[src/rtl/core/abk_pkg.sv]
`default_nettype none
package abk_pkg;
    localparam int DEF_WORD_WIDTH = 32;
    localparam int FIELD_W        = 32;
    localparam int CFG_IDX_W      = 2;
    localparam int FRAC_COV       = 24;
    localparam int OPND_W         = FIELD_W + 1;
    localparam int PROD_W         = 2 * OPND_W;
    localparam int ACC_W          = PROD_W + 2;
    localparam int DEN_W          = FIELD_W + 2;
    localparam int DIVD_W         = FIELD_W + FRAC_COV;
    localparam int QUO_W          = DIVD_W + 1;

    typedef logic signed [FIELD_W-1:0] t_word;
    typedef logic        [FIELD_W-1:0] t_uword;
    typedef logic signed [OPND_W-1:0]  t_opnd;
    typedef logic signed [PROD_W-1:0]  t_prod;
    typedef logic signed [DEN_W-1:0]   t_den;
    typedef logic signed [QUO_W-1:0]   t_quo;

    localparam logic [CFG_IDX_W-1:0] REG_ANGLE_NOISE = 2'd0;
    localparam logic [CFG_IDX_W-1:0] REG_BIAS_NOISE  = 2'd1;
    localparam logic [CFG_IDX_W-1:0] REG_MEAS_NOISE  = 2'd2;
    localparam logic [CFG_IDX_W-1:0] REG_PERIOD      = 2'd3;

    localparam t_uword RST_ANGLE_NOISE = 32'd16777;
    localparam t_uword RST_BIAS_NOISE  = 32'd50332;
    localparam t_uword RST_MEAS_NOISE  = 32'd8388608;
    localparam t_uword RST_PERIOD      = 32'd167772;
    localparam t_word  COV_ONE         = 32'sd16777216;

    typedef struct packed {
        logic  start;
        t_word num;
        t_den  den;
    } t_div_req;
endpackage
`default_nettype wire

[src/rtl/core/abk_mul.sv]
`default_nettype none
module abk_mul (
    input  wire logic           i_clk,
    input  wire logic           i_en,
    input  wire abk_pkg::t_opnd i_a,
    input  wire abk_pkg::t_opnd i_b,
    output abk_pkg::t_prod      o_p
);
    import abk_pkg::*;
    t_prod r_p;

    // exact signed product, registered
    always_ff @(posedge i_clk) begin
        if (i_en) begin
            r_p <= i_a * i_b;
        end
    end

    assign o_p = r_p;
endmodule
`default_nettype wire

[config.mk]
export PLATFORM = sky130hd
export DESIGN_NAME = abk_mul
export DESIGN_NICKNAME = d
export VERILOG_FILES = /design/src/rtl/core/abk_pkg.sv /design/src/rtl/core/abk_mul.sv
export SDC_FILE = /design/constraint.sdc
export NUM_CORES = 2
export LEC_CHECK = 0
export BUFFER_PORTS_ARGS = -buffer_cell sky130_fd_sc_hd__buf_2
export CORE_ASPECT_RATIO = 0.6
export CORE_MARGIN = 2
export CORE_UTILIZATION = 25
export CTS_CLUSTER_SIZE = 24
export DETAILED_ROUTE_END_ITERATION = 16
export PLACE_DENSITY = 0.46
export SLEW_MARGIN = 40
export SYNTH_ARGS = -nofsm -noshare
export SYNTH_HDL_FRONTEND = slang
export SYNTH_SLANG_ARGS = --single-unit
[constraint.sdc]
create_clock -name i_clk -period 9 [get_ports i_clk]
set_input_delay 0.45 -clock i_clk [delete_from_list [all_inputs] [get_ports i_clk]]
set_output_delay 0.45 -clock i_clk [all_outputs]
set_load 0.01 [all_outputs]
Word level (Yosys, flattened, before mapping)
Index checks and enable logic that the tools add are counted.
{"block": "word_totals", "ff_bits": 66, "elab_cells": 2}
{"block": "op_classes", "n_mul": 1}
{"cell": "$mul A33 B33 Y66", "n": 1}

Longest topological paths before layout
{"block": "logic_depth", "ltp_word": 1, "mapped_depth": 27, "ltp_nobuf": 26}

Worst setup path before layout
OpenSTA, ideal clock, no wires.
{"block": "synth_timing", "kind": "input-to-reg", "start": "in i_a[32]", "end": "reg r_p[62] (netlist: o_p[62]) (data pin)", "t_arrival_ns": 7.546, "setup_time_ns": 0.269, "path_slack_ns": 1.185, "cell_stages": 23, "n_path_buf": 2, "required_time_ns": 8.731, "cell_sequence": "clkbuf_1 > nand2_1 > inv_1 > fa_1 > fa_1 > fa_1 > fa_1 > fa_1 > fa_1 > fa_1 > inv_1 > fa_1 > inv_1 > ha_1 > clkbuf_1 > and3_1 > nand3_1 > nand2b_1 > a2111oi_4 > a211oi_4 > a21o_2 > a211oi_2 > a211oi_2"}
{"block": "synth_between", "elab_chain_len": 1}
{"item": "start, declared", "line": "abk_mul.sv:5", "source": "input wire abk_pkg::t_opnd i_a,"}
{"item": "$mul A33 B33 Y66", "line": "abk_mul.sv:15", "source": "r_p <= i_a * i_b;"}
{"item": "end signal, assigned", "line": "abk_mul.sv:15"}
{"item": "end, declared", "line": "abk_mul.sv:10", "source": "t_prod r_p;"}
Every way passes these cells.
A chain may end at the register's enable or synchronous reset.

Worst setup path in the final report
{"block": "layout_timing", "start": "in i_b[9]", "end": "reg r_p[64] (netlist: o_p[64]) (data pin)"}
{"block": "layout_between", "elab_chain_len": 1}
{"item": "start, declared", "line": "abk_mul.sv:6", "source": "input wire abk_pkg::t_opnd i_b,"}
{"item": "$mul A33 B33 Y66", "line": "abk_mul.sv:15"}
Every way passes these cells.

==> out/results.tsv <==
metric	value	unit
max_freq	119	MHz
ant_nets	0	
critPathMaxStageDelay	0.78	ns
synth_area_per_cell	9.54	µm²
syn_nets	5768	
dr.pass1.iters	5	
placed_area	44500	µm²
synthTopCellsByArea	fa_1 55%, inv_1 10%, and2_1 8.5%	
dr_total_vias	27900	
synth-edff-count	66	
core_area	164000	µm²
ys_ff_latch	66	
final_cells	6561	
period_needed	8.38	ns
drc	0	
h-tree-depth	3	
antenna_found_initial	18	
area_growth	8.28	%
grt_pass1_vias	29800	
crit_start	i_b[9]	
synth_cell_types	80	
cp_max_fo	33	
critPathArrivalTime	8.54	ns
clk_pin_slew	0.07	ns
routed_wl	133	mm
worst_pin_slew	0.890	ns
yosysWarnings	0	
crit_path_end_kind	flop	
slew_headroom	0.407	
clk_path_buf_depth	2	
n_fill_cell	17600	
synthFlopType	edfxtp_1	
dieArea	169000	µm²
slew_violations	0	
syn-cell-area	41400	µm²
fin_area	44800	µm²
port_buffers	133	
ys_seq_area_frac	0.0479	
hold_slack	0.502	ns
die_width	529	µm
cts_resized	0	
status	finished clean	
grt_max_degree	49	
cpMostUsedCell	fa_1	
yosysMostFrequentCell	fa_1	
cts_hold_buf	0	
hpwl	116	mm
dp.cells	6539	
largest_reg_flops	66	
cp_cell_sequence	buf_2 -> nand2_1 -> fa_1 -> fa_1 -> fa_1 -> inv_1 -> fa_1 -> fa_1 -> fa_1 -> fa_1 -> inv_1 -> fa_1 -> inv_1 -> ha_1 -> nand3_1 -> nor2_1 -> nand2_1 -> nor3_1 -> o311ai_4 -> nand3_2 -> a211oi_1 -> a311oi_1	
post_cts_buffers	0	
hp-start	i_en	
viasPerCell	4.25	
worst_path_max_delay_cell	fa_1	
grtUsageTotal	0.165	
wl_per_cell	20.3	µm
cts_tree	done	
yosys-top-cells-count	1145 x fa_1, 1131 x inv_1, 562 x and2_1	
hp-class	primary input to flop	
synth_top_area_share	0.554	
setup_violations	0	
max_cap_violations	0	
ioPinCount	134	
rows	115	
gr-total-overflow	0	
hold_viol	0	
gp_congestion	0.838	
fin_nets	5757	
start_kind	primary input	
cts_buffers	9	
yosysTopAreaCell	fa_1	
grt_pass1_wl	208	mm
crit_type	primary input to flop	
rsz0062_at_grt	false	
clock_sinks	66	
drt_iter0_markers	2232	
fin_crit_sh	0.931	
cts_root_buffer	clkbuf_16	
synthArstFlopShare	0	
netlist_instances	4338	
cp.required	9.17	ns
initial_core_util	0.252	
die_h	319	µm
tns	0	ns
layout-drive-gt1-share	0.0584	
## cells in the final DEF, fill, tap and decap left out, types with 8 or more instances in the layout
cell type,instances
and2_1,562
ha_1,217
clkbuf_16,9
a31oi_1,8
nor2_1,68
buf_2,132
nand2_1,551
a21o_1,36
o21bai_1,11
xnor2_1,43
a21oi_1,57
xor2_1,25
fa_1,1144
nand2b_1,12
edfxtp_1,66
buf_4,67
o21ai_0,25
nand3_1,25
inv_1,1131
nand4_1,11
## cell type report
class	count	area (µm²)	area share
diodes	6	15.0	0.000335
flip-flops and latches	66	1980	0.0442
repair buffers	199	1160	0.0260
inverters	1131	4250	0.0947
clock inverters	7	92.6	0.00207
multi-input cells	2920	34300	0.766
well taps	2223	2780	0.0621
clock buffers	9	225	0.00502
## critical path: cells and delay by family
| kind | cells | cell delay [ns] |
|---|---|---|
| compound gates | 3 | 0.70 |
| fa+ha+maj | 9 | 4.95 |
| buf+inv | 4 | 0.72 |
| simple gates | 6 | 1.71 |
## cell families (layout without fill, tap and decap cells)
logic type                 count (synthesis)  after routing  share of synthesized area
adders and majority gates               1362           1362                      0.619
xor gates and xnor gates                  68             68                     0.0144
AOI/OAI and AO/OA                        219            219                     0.0400
DFF                                       66             66                     0.0479
buffers and inverters                   1352           1346                      0.123
and+or+nand+nor                         1271           1271                      0.155
other                                      0              6                          0
## metal layers
layer,up-vias,global-route usage,wire [µm]
met5,-,0,22
met4,4,0.0205,1210
met3,56,0.0406,12700
met2,945,0.180,43000
met1,14500,0.301,76400
li1,12400,-,-
## worst paths after layout
check                      endpoint  depth (start not counted)
setup / recovery  o_p[64]$_DFFE_PP_                         22
hold / removal    o_p[49]$_DFFE_PP_                          1
## metrics by stage
stage | setup slack [ns] | util
after detailed placement | 0.250 | 0.271
after global routing | 0.261 | 0.273
after global placement | 0.192 | 0.271
after CTS | 0.599 | 0.273
final | 0.623 | 0.273
after floorplan | 1.18 | -
Power is not shown: default switching activity piles up to over one toggle a cycle in this logic, so the estimate is an artifact.
