--- src/rtl/core/abk_pkg.sv ---
`default_nettype none
package abk_pkg;
    localparam int DEF_WORD_WIDTH = 32;
    localparam int FIELD_W        = 32;
    localparam int CFG_IDX_W      = 2;
    localparam int FRAC_COV       = 24;
    localparam int OPND_W         = FIELD_W + 1;
    localparam int PROD_W         = 2 * OPND_W;
    localparam int ACC_W          = PROD_W + 2;
    localparam int DEN_W          = FIELD_W + 2;
    localparam int DIVD_W         = FIELD_W + FRAC_COV;
    localparam int QUO_W          = DIVD_W + 1;

    typedef logic signed [FIELD_W-1:0] t_word;
    typedef logic        [FIELD_W-1:0] t_uword;
    typedef logic signed [OPND_W-1:0]  t_opnd;
    typedef logic signed [PROD_W-1:0]  t_prod;
    typedef logic signed [DEN_W-1:0]   t_den;
    typedef logic signed [QUO_W-1:0]   t_quo;

    localparam logic [CFG_IDX_W-1:0] REG_ANGLE_NOISE = 2'd0;
    localparam logic [CFG_IDX_W-1:0] REG_BIAS_NOISE  = 2'd1;
    localparam logic [CFG_IDX_W-1:0] REG_MEAS_NOISE  = 2'd2;
    localparam logic [CFG_IDX_W-1:0] REG_PERIOD      = 2'd3;

    localparam t_uword RST_ANGLE_NOISE = 32'd16777;
    localparam t_uword RST_BIAS_NOISE  = 32'd50332;
    localparam t_uword RST_MEAS_NOISE  = 32'd8388608;
    localparam t_uword RST_PERIOD      = 32'd167772;
    localparam t_word  COV_ONE         = 32'sd16777216;

    typedef struct packed {
        logic  start;
        t_word num;
        t_den  den;
    } t_div_req;
endpackage
`default_nettype wire

--- src/rtl/core/abk_div.sv ---
`default_nettype none
module abk_div (
    input  wire logic              i_clk,
    input  wire logic              i_rst_n,
    input  wire abk_pkg::t_div_req i_req,
    output logic                   o_done,
    output abk_pkg::t_quo          o_quo
);
    import abk_pkg::*;
    localparam int CNT_W = $clog2(DIVD_W + 1);

    logic               r_busy;
    logic               r_done;
    logic               r_neg;
    logic [CNT_W-1:0]   r_cnt;
    logic [DIVD_W-1:0]  r_quo;
    logic [DEN_W-1:0]   r_rem;
    logic [DEN_W-1:0]   r_dsr;
    logic [DEN_W:0]     n_trial;
    logic [DEN_W:0]     n_diff;
    logic               n_ge;
    logic [FIELD_W-1:0] n_num_mag;
    logic [DEN_W-1:0]   n_den_mag;
    logic [QUO_W-1:0]   n_mag;

    always_comb begin
        n_trial   = {r_rem, r_quo[DIVD_W-1]};
        n_diff    = n_trial - {1'b0, r_dsr};
        n_ge      = (n_trial >= {1'b0, r_dsr});
        n_num_mag = i_req.num[FIELD_W-1] ? FIELD_W'(-i_req.num) : FIELD_W'(i_req.num);
        n_den_mag = i_req.den[DEN_W-1] ? DEN_W'(-i_req.den) : DEN_W'(i_req.den);
        n_mag     = {1'b0, r_quo};
    end

    // restoring division on magnitudes, one quotient bit per cycle
    always_ff @(posedge i_clk) begin
        if (!i_rst_n) begin
            r_busy <= 1'b0;
            r_done <= 1'b0;
        end else begin
            r_done <= (i_req.start && (i_req.den == '0)) ||
                      (!i_req.start && r_busy && (r_cnt == CNT_W'(1)));
            if (i_req.start) begin
                r_neg <= i_req.num[FIELD_W-1] ^ i_req.den[DEN_W-1];
                r_rem <= '0;
                r_dsr <= n_den_mag;
                if (i_req.den == '0) begin
                    r_quo  <= '0;
                end else begin
                    r_quo  <= {n_num_mag, {FRAC_COV{1'b0}}};
                    r_cnt  <= CNT_W'(DIVD_W);
                    r_busy <= 1'b1;
                end
            end else if (r_busy) begin
                r_rem <= n_ge ? n_diff[DEN_W-1:0] : n_trial[DEN_W-1:0];
                r_quo <= {r_quo[DIVD_W-2:0], n_ge};
                r_cnt <= r_cnt - CNT_W'(1);
                if (r_cnt == CNT_W'(1)) begin
                    r_busy <= 1'b0;
                end
            end
        end
    end

    assign o_done = r_done;
    assign o_quo  = r_neg ? t_quo'(-n_mag) : t_quo'(n_mag);
endmodule
`default_nettype wire

--- config.mk ---
export PLATFORM = sky130hd
export DESIGN_NAME = abk_div
export DESIGN_NICKNAME = d
export VERILOG_FILES = /design/src/rtl/core/abk_pkg.sv /design/src/rtl/core/abk_div.sv
export SDC_FILE = /design/constraint.sdc
export NUM_CORES = 1
export LEC_CHECK = 0
export ABC_CLOCK_PERIOD_IN_PS = 6500
export BUFFER_PORTS_ARGS = -buffer_cell sky130_fd_sc_hd__buf_4
export CORE_ASPECT_RATIO = 0.7
export CORE_UTILIZATION = 35
export CTS_CLUSTER_SIZE = 30
export DETAILED_ROUTE_END_ITERATION = 16
export HOLD_SLACK_MARGIN = 0.08
export SYNTH_ARGS = -nofsm -noshare
export SYNTH_HDL_FRONTEND = slang
export SYNTH_SLANG_ARGS = --single-unit
--- constraint.sdc ---
create_clock -name i_clk -period 6.5 [get_ports i_clk]
set_clock_uncertainty 0.1 [all_clocks]
set_input_delay 0.65 -clock i_clk [delete_from_list [all_inputs] [get_ports i_clk]]
set_output_delay 0.65 -clock i_clk [all_outputs]
set_load 0.1 [all_outputs]
Word-level counts from Yosys, hierarchy flattened:

Index checks and enable logic that the tools add are counted.

* memory bits (read-only): 0
* memories: 0
* latch bits: 0
* memory bits (writable): 0
* bits in registers: 133

* multiply operators: 0
* equality and inequality tests: 2
* divide/modulo/power cells: 0
* add/sub/neg operators: 5
* reductions and logical operators: 10
* shift operators: 0
* magnitude comparators: 1
* bitwise logic cells: 1
* muxes and demuxes: 15

Operator list (count)
* 56-bit two-way mux: 3
* 34-bit two-way mux: 2
* 57-bit two-way mux: 1
* 56-bit negator with 57-bit output: 1
* 35-bit by 34-bit greater-or-equal comparator with 1-bit output: 1
* 34-bit logical NOT: 1
* 34-bit negator: 1
* 34-bit subtractor: 1
* 33-bit two-way mux: 1
* 32-bit two-way mux: 1
* 32-bit negator: 1
* 6-bit two-way mux: 3
* 6-bit by 1-bit == test with 1-bit output, second input constant: 1
* 6-bit by 1-bit subtractor with 6-bit output, second input constant: 1
* 1-bit two-way mux: 4
* 2-bit AND reduction: 2
* 1-bit logical AND: 3
* 3-bit AND reduction: 1
* 2-bit inequality test, second input constant: 1
* 2-bit nonzero test: 1
* 1-bit logical NOT: 1
* 1-bit logical OR: 1
* 1-bit XOR: 1

Depth between registers and ports, before layout:

Gate-level depths: netlist (run 1).

* depth in word-level cells: 4
* gate-level depth with buffers: 12

Least setup slack after synthesis (run 1):

OpenSTA, ideal clock, no wires.

* path kind: register to output
* start: register r_quo[13]
* end: output o_quo[29]
* path buffers: 0
* cell stages (with the launch flop): 8
* data required time: 5.750 ns
* slack: 1.930 ns
* arrival time: 3.820 ns
* path through: edfxtp_1 > or4_1 > or2_1 > or2_4 > or3_4 > nor3_4 > and2b_1 > xnor2_1

* cells in the longest elaborated chain, start to end: 2

RTL lines
* from (decl): RTL line abk_div.sv:16 `logic [DIVD_W-1:0] r_quo;`
* from (signal assigned): RTL line abk_div.sv:50 `r_quo <= {n_num_mag, {FRAC_COV{1'b0}}};`
* from (signal assigned): RTL line abk_div.sv:56 `r_quo <= {r_quo[DIVD_W-2:0], n_ge};`
* 56-bit negator with 57-bit output: RTL line abk_div.sv:66 `assign o_quo = r_neg ? t_quo'(-n_mag) : t_quo'(n_mag);`
* 57-bit two-way mux: RTL line abk_div.sv:66
* to (decl): RTL line abk_div.sv:7 `output abk_pkg::t_quo o_quo`

Every way passes these cells.

Worst setup path after layout (run 1):

* start: register r_quo[13]
* end: output o_quo[55]

The elaborated chain is that of the path after synthesis.

==> results.sh, run 1 <==
export IMPL_synth_ff_type="edfxtp_1"
export IMPL_dp_hpwl_um=19730
export IMPL_max_freq_ghz=0.2133
export IMPL_gp_congestion=0.8902
export IMPL_ys_types=73
export IMPL_ys_seq_elements=133
export IMPL_nFillCells=2633
export IMPL_wl_met2_um=11090
export IMPL_endpoint_kind="primary output"
export IMPL_async_flop_share_pct=0
export IMPL_drive_above_1_share_pct=16.11
export IMPL_post_cts_resized=0
export IMPL_cts_hold_buf=0
export IMPL_critPathRequiredTime_ns=5.75
export IMPL_fin_crit_sh_pct=72.13
export IMPL_finalCriticalPeriod_ns=4.688
export IMPL_io_pins=127
export IMPL_maxCapViolations=0
export IMPL_die_w_um=201.8
export IMPL_finalSetupTns_ns=0
export IMPL_clkSinkCount=133
export IMPL_max_vdd_ir_drop_v=0.0001798
export IMPL_post_cts_setup_buffers=0
export IMPL_first_pass_iters=5
export IMPL_p_int_w=0.002079
export IMPL_wl_per_cell_um=17.88
export IMPL_hp_class="flip-flop to flip-flop"
export IMPL_synthesis_nets=1149
export IMPL_multiInputGateArea_um2=5365
export IMPL_area_growth_pct=19.76
export IMPL_p_per_area_nw_per_um2=285.9
export IMPL_path_class="flip-flop to primary output"
export IMPL_drt_vias_per_instance=5.452
export IMPL_regArea_um2=3974
export IMPL_rsz0062_at_grt="false"
export IMPL_utilization_pct=43.22
export IMPL_grt_pass1_wl_um=43240
export IMPL_overflow=0
export IMPL_route_vias_total=8314
export IMPL_core_um2=27090
export IMPL_cp_max_fo=6
export IMPL_cts_tree="done"
export IMPL_clkPwrFrac_pct=32.7
export IMPL_cts_made_buffers=17
export IMPL_port_buffer_count=126
export IMPL_relSlewSlack_pct=24.04
export IMPL_antenna_found_initial=0
export IMPL_pwr_share_seq_pct=32.6
export IMPL_ys_warn_count=0
export IMPL_top_layer_used="met4"
export IMPL_ant_nets=0
export IMPL_wl_um=27270
export IMPL_tightest_slew_ns=1.139
export IMPL_die_area_um2=28620
export IMPL_finalNetCount=1257
export IMPL_leakagePower_nw=4.385
export IMPL_synth_area_um2=9777
export IMPL_synth_edf_count=131
export IMPL_cts_root_buf="clkbuf_16"
export IMPL_die_y_um=141.8
export IMPL_clk_pin_slew_ns=0.06
export IMPL_initial_core_util_pct=36.09
export IMPL_antenna_cells=0
export IMPL_arrival_ns=3.94
export IMPL_avgSynthCellArea_um2=9.401
export IMPL_clk_insertion_delay_late_ns=0.43
export IMPL_p_sw_w=0.001268
export IMPL_h_tree_depth=4
export IMPL_clockBufferDepth=2
export IMPL_dr_first_iter_drc_count=855
export IMPL_setup_viol=0
export IMPL_status="completed"
export IMPL_grtUsageTotal_pct=19.25
export IMPL_comb_power_share_pct=34.7
export IMPL_start_kind="flip-flop"
export IMPL_hold_violations=0
export IMPL_slew_viol_final=0
export IMPL_netlist_instances=1040
export IMPL_dr_wl_met3_um=1710
export IMPL_drc=0
export IMPL_wl_met1_um=14170
export IMPL_grt_pass1_vias=7717
export IMPL_rows=50
export IMPL_synth_seq_area_share_pct=40.64
export IMPL_switching_share_pct=37.88
export IMPL_grt_max_degree=90
-- critical path, cell delays in order, from the launching register on --
cell      delay (ns)
edfxtp_1        0.44
or4_1           0.58
or2_1           0.27
or2_4           0.27
or3_4           0.41
nor3_4          0.33
nand4_2         0.29
o31ai_1         0.37
xnor2_1         0.20
buf_4           0.34
-- layer usage --
metal  up-vias  track usage (%)
li1       4050                -
met1      3987            30.35
met2       257            26.61
met3        20            3.078
met4         0            5.024
met5         -                0
-- final cells by class --
cell class,count,share of cell area (%)
timing repair buffer,133,8.527
clock buffer,18,3.665
clock inverter,14,1.902
inverter,70,2.255
tap,364,3.890
sequential,133,33.94
multi-input combinational,793,45.82
-- power groups by stage --
stage | logic, W | registers, W | clock network, W
after floorplan | 0.000885 | 0.00109 | 0
after global placement | 0.00114 | 0.00111 | 0
after detailed placement | 0.00115 | 0.00111 | 0
after CTS | 0.00116 | 0.00109 | 0.00111
after global routing | 0.00124 | 0.00110 | 0.00114
final | 0.00116 | 0.00109 | 0.00109
-- flip-flops by register name, summed over array words and instances (netlist names) --
| signal | count |
|---|---|
| o_done | 1 |
| r_busy | 1 |
| r_cnt | 6 |
| r_dsr | 34 |
| r_neg | 1 |
| r_quo | 56 |
| r_rem | 34 |
-- per-stage QoR --
stage | hold slack [ns] | total power [W] | instances | instance area, um^2 | setup WS, ns
after floorplan | 0.3184 | 0.001976 | 1040 | 9777 | 1.930
after CTS | 0.3405 | 0.003353 | 1525 | 11710 | 1.773
after global placement | 0.3301 | 0.002249 | 1493 | 11060 | 2.050
after global routing | 0.3461 | 0.003483 | 1525 | 11710 | 1.606
after detailed placement | 0.3312 | 0.002257 | 1493 | 11060 | 1.992
final | 0.3437 | 0.003347 | 1525 | 11710 | 1.812
-- synthesized netlist by cell type (5+ instances only) --
master / count / share of area, %
nand2_1: 103 / 4.0
edfxtp_1: 131 / 40
nor3_1: 23 / 1.2
o211ai_1: 5 / 0.38
inv_1: 69 / 2.6
o21a_1: 9 / 0.69
xnor2_1: 114 / 10
clkbuf_1: 36 / 1.4
nor2_1: 39 / 1.5
nor2b_1: 24 / 1.5
o41ai_1: 15 / 1.3
or4_1: 14 / 1.1
o22ai_1: 19 / 1.2
o31ai_1: 38 / 2.9
nand3_1: 38 / 1.9
ha_1: 39 / 5.0
a21o_1: 14 / 1.1
nand2b_1: 10 / 0.64
and3_1: 5 / 0.32
xor2_1: 26 / 2.3
o21ai_0: 74 / 3.8
a21boi_0: 5 / 0.38
nand4_1: 7 / 0.45
a211oi_1: 13 / 1.0
or3_1: 14 / 0.90
and2_1: 7 / 0.45
o2bb2ai_1: 11 / 0.99
a21oi_1: 59 / 3.0
-- kinds of logic after synthesis --
logic type	Yosys count	share of synthesized area, %
AND/OR/NAND/NOR	314	16.79
buffers and inverters	114	4.479
flip-flops	133	40.64
XOR/XNOR	140	12.54
multiplexers	2	0.2048
adder cells (fa/ha/maj)	40	5.196
AO/OA/AOI/OAI	297	20.14
-- worst paths after layout --
path	start	to	slack (ns)	cells after the start
max reg2reg	r_rem[27]	r_rem[29]	2.43	9
min reg2reg	r_busy	r_busy	0.34	2
min	r_busy	r_busy	0.34	2
max	r_quo[13]	o_quo[55]	1.81	9
-- layout by cell type, fill, tap and decap left out, types with 3 or more instances in the layout --
cell type  instances
o2bb2ai_1         11
nor2b_1           24
ha_1              39
a21o_1            14
a211oi_1          13
inv_6              4
nand4_1            7
a21oi_1           59
or3_1             14
o21ai_1            3
xnor2_1          114
o22ai_1           19
a31oi_1            3
a211o_1            3
o41ai_1           15
nand3_1           38
inv_1             68
clkbuf_16         17
o31ai_1           38
nand2b_1          10
and2_1             7
o21ai_0           74
and3_1             5
or2_2              3
o211ai_1           5
o32ai_1            3
o21a_1             9
or4_4              3
xor2_1            26
a21boi_0           5
edfxtp_1         131
nor3_1            23
or4_1             14
nor2_1            39
buf_4            133
nand2_1          103
a31o_2             3
nor4_1             4
bufinv_16          5
o21bai_1           4
No activity file was read; power rests on OpenSTA's default activity.
==> inputs of run 2 (changes only) <==
--- a/config.mk
+++ b/config.mk
@@ -5,7 +5,8 @@
 export SDC_FILE = /design/constraint.sdc
 export NUM_CORES = 1
 export LEC_CHECK = 0
-export ABC_CLOCK_PERIOD_IN_PS = 6500
+export ABC_AREA = 1
+export ABC_CLOCK_PERIOD_IN_PS = 4300
 export BUFFER_PORTS_ARGS = -buffer_cell sky130_fd_sc_hd__buf_4
 export CORE_ASPECT_RATIO = 0.7
 export CORE_UTILIZATION = 35
==> constraint.sdc (replaced) <==
create_clock -name i_clk -period 4.3 [get_ports i_clk]
set_clock_uncertainty 0.1 [all_clocks]
set_input_delay 0.43 -clock i_clk [delete_from_list [all_inputs] [get_ports i_clk]]
set_output_delay 0.43 -clock i_clk [all_outputs]
set_load 0.1 [all_outputs]
==> results.sh, run 2 <==
export IMPL_synth_area_um2=12130
export IMPL_cts_root_buf="clkbuf_16"
export IMPL_grt_max_degree=76
export IMPL_async_flop_share_pct=0
export IMPL_dp_hpwl_um=31260
export IMPL_layout_common_cells="nand2_1, inv_1, nor2_1, buf_4, edfxtp_1"
export IMPL_ys_seq_elements=133
export IMPL_r2r_cells=10
export IMPL_rows=56
export IMPL_io_pins=127
export IMPL_comb_power_share_pct=37.7
export IMPL_synth_edf_count=131
export IMPL_hold_violations=0
export IMPL_synth_ff_type="edfxtp_1"
export IMPL_cpMaxStageDelayCell="edfxtp_1"
export IMPL_start_kind="flip-flop"
export IMPL_hp_class="input pin to flip-flop"
export IMPL_grt_pass1_wl_um=59760
export IMPL_endpoint_kind="primary output"
export IMPL_pre_cts_ws_ns=1.089
export IMPL_post_cts_setup_buffers=0
export IMPL_status="completed"
export IMPL_drt_vias_per_instance=4.962
export IMPL_maxCapViolations=0
export IMPL_slew_viol_final=0
export IMPL_relSlewSlack_pct=28.54
export IMPL_leakagePower_nw=6.693
export IMPL_dr_first_iter_drc_count=1186
export IMPL_wl_per_cell_um=16.19
export IMPL_worst_path_buf_inv=4
export IMPL_finalWorstSetupSlack_ns=0.6490
export IMPL_arrival_ns=3.12
export IMPL_cts_tree="done"
export IMPL_avgSynthCellArea_um2=6.731
export IMPL_clkPwrFrac_pct=30.1
export IMPL_setup_viol=0
export IMPL_path_class="flip-flop to primary output"
export IMPL_max_freq_ghz=0.2739
export IMPL_finalCriticalPeriod_ns=3.651
export IMPL_grtUsageTotal_pct=21.89
export IMPL_ys_types=46
export IMPL_tightest_slew_ns=1.069
export IMPL_synth_common_cells="nand2_1, inv_1, nor2_1, edfxtp_1, nand3_1"
export IMPL_overflow=0
export IMPL_post_cts_resized=0
export IMPL_die_area_um2=35410
export IMPL_clk_pin_slew_ns=0.06
export IMPL_p_int_w=0.002999
export IMPL_yosysMostFrequentCell="nand2_1"
export IMPL_netlist_instances=1802
export IMPL_critical_path_depth=13
export IMPL_finalSetupTns_ns=0
export IMPL_yosys_area_top_type="edfxtp_1"
export IMPL_drc=0
export IMPL_pwr_share_seq_pct=32.2
export IMPL_cts_hold_buf=0
export IMPL_core_um2=33770
export IMPL_die_w_um=224.5
export IMPL_finalNetCount=2023
export IMPL_layout_commonest_cell="nand2_1"
export IMPL_largest_register="r_quo"
export IMPL_antenna_cells=0
export IMPL_synthesis_nets=1911
export IMPL_cp_slowest_stage_delay_ns=0.43
export IMPL_reg_largest_list="r_quo x56, r_dsr x34, r_rem x34"
export IMPL_cts_made_buffers=17
export IMPL_ys_warn_count=0
export IMPL_yosysTopAreaCellShare_pct=32.43
export IMPL_critPathRequiredTime_ns=3.77
export IMPL_cp_top_family="simple AND/OR/NAND/NOR gates"
export IMPL_h_tree_depth=4
export IMPL_clockBufferDepth=2
export IMPL_p_per_area_nw_per_um2=362.4
export IMPL_fin_crit_sh_pct=84.91
export IMPL_antenna_found_initial=0
export IMPL_clkSinkCount=133
export IMPL_synth_seq_area_share_pct=32.76
export IMPL_cp_common_cell="nor2_1"
export IMPL_max_vdd_ir_drop_v=0.0002614
export IMPL_initial_core_util_pct=35.91
export IMPL_port_buffer_count=126
export IMPL_cp_max_fo=5
export IMPL_gp_congestion=0.9785
export IMPL_largest_reg_flops=56
export IMPL_rsz0062_at_grt="false"
export IMPL_synthTopCellsByArea="edfxtp_1, nand2_1, inv_1"
export IMPL_grt_pass1_vias=10560
export IMPL_crit_chain="inv_1 -> ha_1 -> nand3_1 -> nor2_1 -> inv_1 -> nor2_1 -> inv_1 -> nor2_1 -> nand4_1 -> nand2_1 -> a21oi_1 -> nor2_1 -> buf_4"
export IMPL_p_sw_w=0.002114
export IMPL_area_growth_pct=16.33
export IMPL_clk_insertion_delay_late_ns=0.43
export IMPL_switching_share_pct=41.35
export IMPL_first_pass_iters=6
export IMPL_ant_nets=0
export IMPL_drive_above_1_share_pct=12.14
export IMPL_die_y_um=157.8
export IMPL_wl_um=38710
export IMPL_route_vias_total=11870
export IMPL_hold_path_depth=1
## run 2: changes by cell type after synthesis, sizes merged, moves of 24 or more
cell    delta
o31ai     -38
nand2    +381
inv      +233
nor2b     -24
xor2      +80
nand4     +33
a21oi     -29
nor2     +274
nand3     +91
xnor2    -106
o21bai    +24
## run 2: metrics by stage
step | total power (W) | hold WS, ns | cells | utilization [%] | cell area (um^2)
2_1_floorplan | 0.003098 | 0.3897 | 1802 | - | 12130
3_3_place_gp | 0.003568 | 0.4698 | 2359 | 40.00 | 13510
3_5_place_dp | 0.003577 | 0.4709 | 2359 | 40.00 | 13510
4_1_cts | 0.005120 | 0.08464 | 2391 | 41.78 | 14110
5_1_grt | 0.005370 | 0.08567 | 2391 | 41.78 | 14110
6_report | 0.005113 | 0.09877 | 2391 | 41.78 | 14110
## run 2: area by class of cell
class	count	area, um^2
well taps	464	580.6
fillers	3625	19660
multi-input cells	1325	6810
inverters	304	1145
clock buffers	18	429.2
clock inverters	14	172.7
flip-flops and latches	133	3974
repair buffers	133	998.5
## run 2: logic make-up after synthesis
| family | count (synthesis) | synth area share [%] |
|---|---|---|
| XOR/XNOR | 114 | 8.232 |
| flip-flops | 133 | 32.76 |
| buffers and inverters | 344 | 11.09 |
| AND/OR/NAND/NOR | 1017 | 35.93 |
| adder cells (fa/ha/maj) | 40 | 4.188 |
| AO/OA/AOI/OAI | 154 | 7.799 |
## run 2: path summary, 6_finish.rpt
check / end / slack, ns / from
setup / recovery: o_quo[48] / 0.65 / r_quo[0]
hold / removal: r_dsr[0] / 0.1 / i_req[0]
setup reg to reg: r_rem[17] / 1.17 / r_rem[17]
hold reg to reg: r_cnt[5] / 0.50 / r_cnt[5]
## run 2: per-layer routing
metal	global-route usage (%)	vias to the layer above	wire, um
met3	2.561	27	2588
li1	-	5948	-
met4	3.984	0	428
met2	30.27	445	15070
met5	0	-	0
met1	35.50	5445	20620
## run 2: power groups by stage
stage	clock network [W]	registers [W]	logic (W)
after global placement	0	0.00167	0.00190
after CTS	0.00156	0.00164	0.00192
after global routing	0.00162	0.00166	0.00210
after detailed placement	0	0.00167	0.00191
after floorplan	0	0.00164	0.00146
final	0.00154	0.00165	0.00193
## run 2: worst register-to-register path, stage by stage, from the launching register on
cell and delay, ns:
edfxtp_1 0.44, ha_1 0.44, nand2_2 0.11, nor2_2 0.20, nand2_1 0.12, nor2_1 0.26, a21oi_2 0.16, nand2_4 0.48
inv_4 0.26, nor2_1 0.24, nor2_2 0.06
==> inputs of run 3 (changes only) <==
--- a/config.mk
+++ b/config.mk
@@ -6,7 +6,7 @@
 export NUM_CORES = 1
 export LEC_CHECK = 0
 export ABC_AREA = 1
-export ABC_CLOCK_PERIOD_IN_PS = 4300
+export ABC_CLOCK_PERIOD_IN_PS = 3500
 export BUFFER_PORTS_ARGS = -buffer_cell sky130_fd_sc_hd__buf_4
 export CORE_ASPECT_RATIO = 0.7
 export CORE_UTILIZATION = 35
==> constraint.sdc (replaced) <==
create_clock -name i_clk -period 3.5 [get_ports i_clk]
set_clock_uncertainty 0.1 [all_clocks]
set_input_delay 0.35 -clock i_clk [delete_from_list [all_inputs] [get_ports i_clk]]
set_output_delay 0.35 -clock i_clk [all_outputs]
set_load 0.1 [all_outputs]
==> results.sh, run 3 (synthesis gave the netlist of run 2 again) <==
export IMPL_status="completed"
export IMPL_grt_pass1_wl_um=61200
export IMPL_overflow=0
export IMPL_cpMaxStageDelayCell="edfxtp_1"
export IMPL_die_w_um=224.5
export IMPL_h_tree_depth=4
export IMPL_reg_largest_list="r_quo x56, r_dsr x34, r_rem x34"
export IMPL_startpoint="r_quo[26]"
export IMPL_antenna_cells=0
export IMPL_cts_tree="done"
export IMPL_finalCriticalPeriod_ns=3.384
export IMPL_port_buffer_count=126
export IMPL_worstHoldStart="i_rst_n"
export IMPL_clockBufferDepth=2
export IMPL_pre_cts_ws_ns=0.3854
export IMPL_drive_above_1_share_pct=12.53
export IMPL_leakagePower_nw=6.725
export IMPL_hp_class="input pin to flip-flop"
export IMPL_slew_viol_final=0
export IMPL_start_kind="flip-flop"
export IMPL_gp_congestion=0.9717
export IMPL_wl_per_cell_um=16.59
export IMPL_arrival_ns=2.93
export IMPL_endpoint_kind="primary output"
export IMPL_grt_max_degree=51
export IMPL_antenna_found_initial=0
export IMPL_reg2reg_from="r_quo[55]"
export IMPL_die_y_um=157.8
export IMPL_route_vias_total=11970
export IMPL_area_growth_pct=16.97
export IMPL_dr_first_iter_drc_count=1098
export IMPL_stdcell_area_um2=14190
export IMPL_place_area_um2=13550
export IMPL_critPathRequiredTime_ns=3.05
export IMPL_clk_insertion_delay_late_ns=0.42
export IMPL_max_vdd_ir_drop_v=0.0003837
export IMPL_path_class="flip-flop to primary output"
export IMPL_cp_top_family="simple AND/OR/NAND/NOR gates"
export IMPL_utilization_pct=42.01
export IMPL_largest_register="r_quo"
export IMPL_dp_hpwl_um=31890
export IMPL_ant_nets=0
export IMPL_io_pins=127
export IMPL_hold_path_depth=2
export IMPL_max_freq_ghz=0.2955
export IMPL_cp_max_fo=5
export IMPL_cp_common_cell="nor2_1"
export IMPL_drt_vias_per_instance=4.999
export IMPL_worst_path_buf_inv=1
export IMPL_drc=0
export IMPL_first_pass_iters=5
export IMPL_cp_slowest_stage_delay_ns=0.50
export IMPL_initial_core_util_pct=35.91
export IMPL_finalNetCount=2028
export IMPL_critical_path_depth=9
export IMPL_layout_commonest_cell="nand2_1"
export IMPL_crit_chain="nor2_1 -> nand3_1 -> nor2_1 -> nand2_1 -> nor2_1 -> nor2_1 -> a21oi_1 -> xor2_1 -> buf_4"
export IMPL_grt_pass1_vias=10960
export IMPL_r2r_cells=16
export IMPL_relSlewSlack_pct=41.06
export IMPL_rsz0062_at_grt="true"
export IMPL_post_cts_setup_buffers=0
export IMPL_hold_violations=0
export IMPL_wl_um=39730
export IMPL_fin_crit_sh_pct=96.70
export IMPL_layout_common_cells="nand2_1, inv_1, nor2_1, buf_4, edfxtp_1"
export IMPL_cts_made_buffers=17
export IMPL_die_area_um2=35410
export IMPL_largest_reg_flops=56
export IMPL_p_per_area_nw_per_um2=444.1
export IMPL_tightest_slew_ns=0.8831
export IMPL_setup_viol=0
export IMPL_rows=56
export IMPL_finalWorstSetupSlack_ns=0.1156
export IMPL_clk_pin_slew_ns=0.06
export IMPL_clkSinkCount=133
export IMPL_power_total_w=0.006300
export IMPL_core_um2=33770
export IMPL_maxCapViolations=0
export IMPL_cts_root_buf="clkbuf_16"
export IMPL_grtUsageTotal_pct=22.52
[run 3: per-layer routing]
layer | global-route usage [%] | part of all wire, % | vias to the layer above | wire length (um)
li1 | - | - | 5950 | -
met1 | 36.66 | 53 | 5593 | 21230
met2 | 30.66 | 38 | 402 | 15210
met3 | 3.322 | 7.5 | 27 | 2984
met4 | 3.661 | 0.78 | 0 | 311
met5 | 0 | 0 | - | 0
[run 3: where the power goes]
part / internal [W] / switching (W) / leakage, nW
registers: 0.00193 / 0.0000863 / 1.27
clock network: 0.00113 / 0.000765 / 0.287
logic: 0.000639 / 0.00176 / 5.16
[run 3: layout make-up]
cell class              count  area, um^2
clock buffers              17       425.4
clock inverters            14       176.4
fillers                  3606       19590
inverters                 304        1145
multi-input cells        1325        6828
flip-flops and latches    133        3974
well taps                 464       580.6
repair buffers            138        1059
[run 3: per-stage QoR]
step / TNS (ns) / std cells / hold WS, ns
finish: 0 / 2395 / 0.1158
global route: -0.02162 / 2395 / 0.1095
CTS: 0 / 2395 / 0.1051
detailed placement: 0 / 2363 / 0.4206
global placement: 0 / 2363 / 0.4078
floorplan: 0 / 1802 / 0.3489
[run 3: worst paths after layout]
path                             endpoint  slack (ns)
worst max-delay path            o_quo[31]        0.12
worst min-delay path               o_done        0.12
worst max register to register  r_rem[30]        0.53
worst min register to register     o_done        0.42
[run 3: timing repair]
item / 4_1_cts / 5_1_grt
gates cloned: 0 / 0
hold buffers: 1 / 0
endpoints found under the setup margin: 1 / 5
endpoints found under the hold margin: 1 / 0
resized for setup: 2 / 5
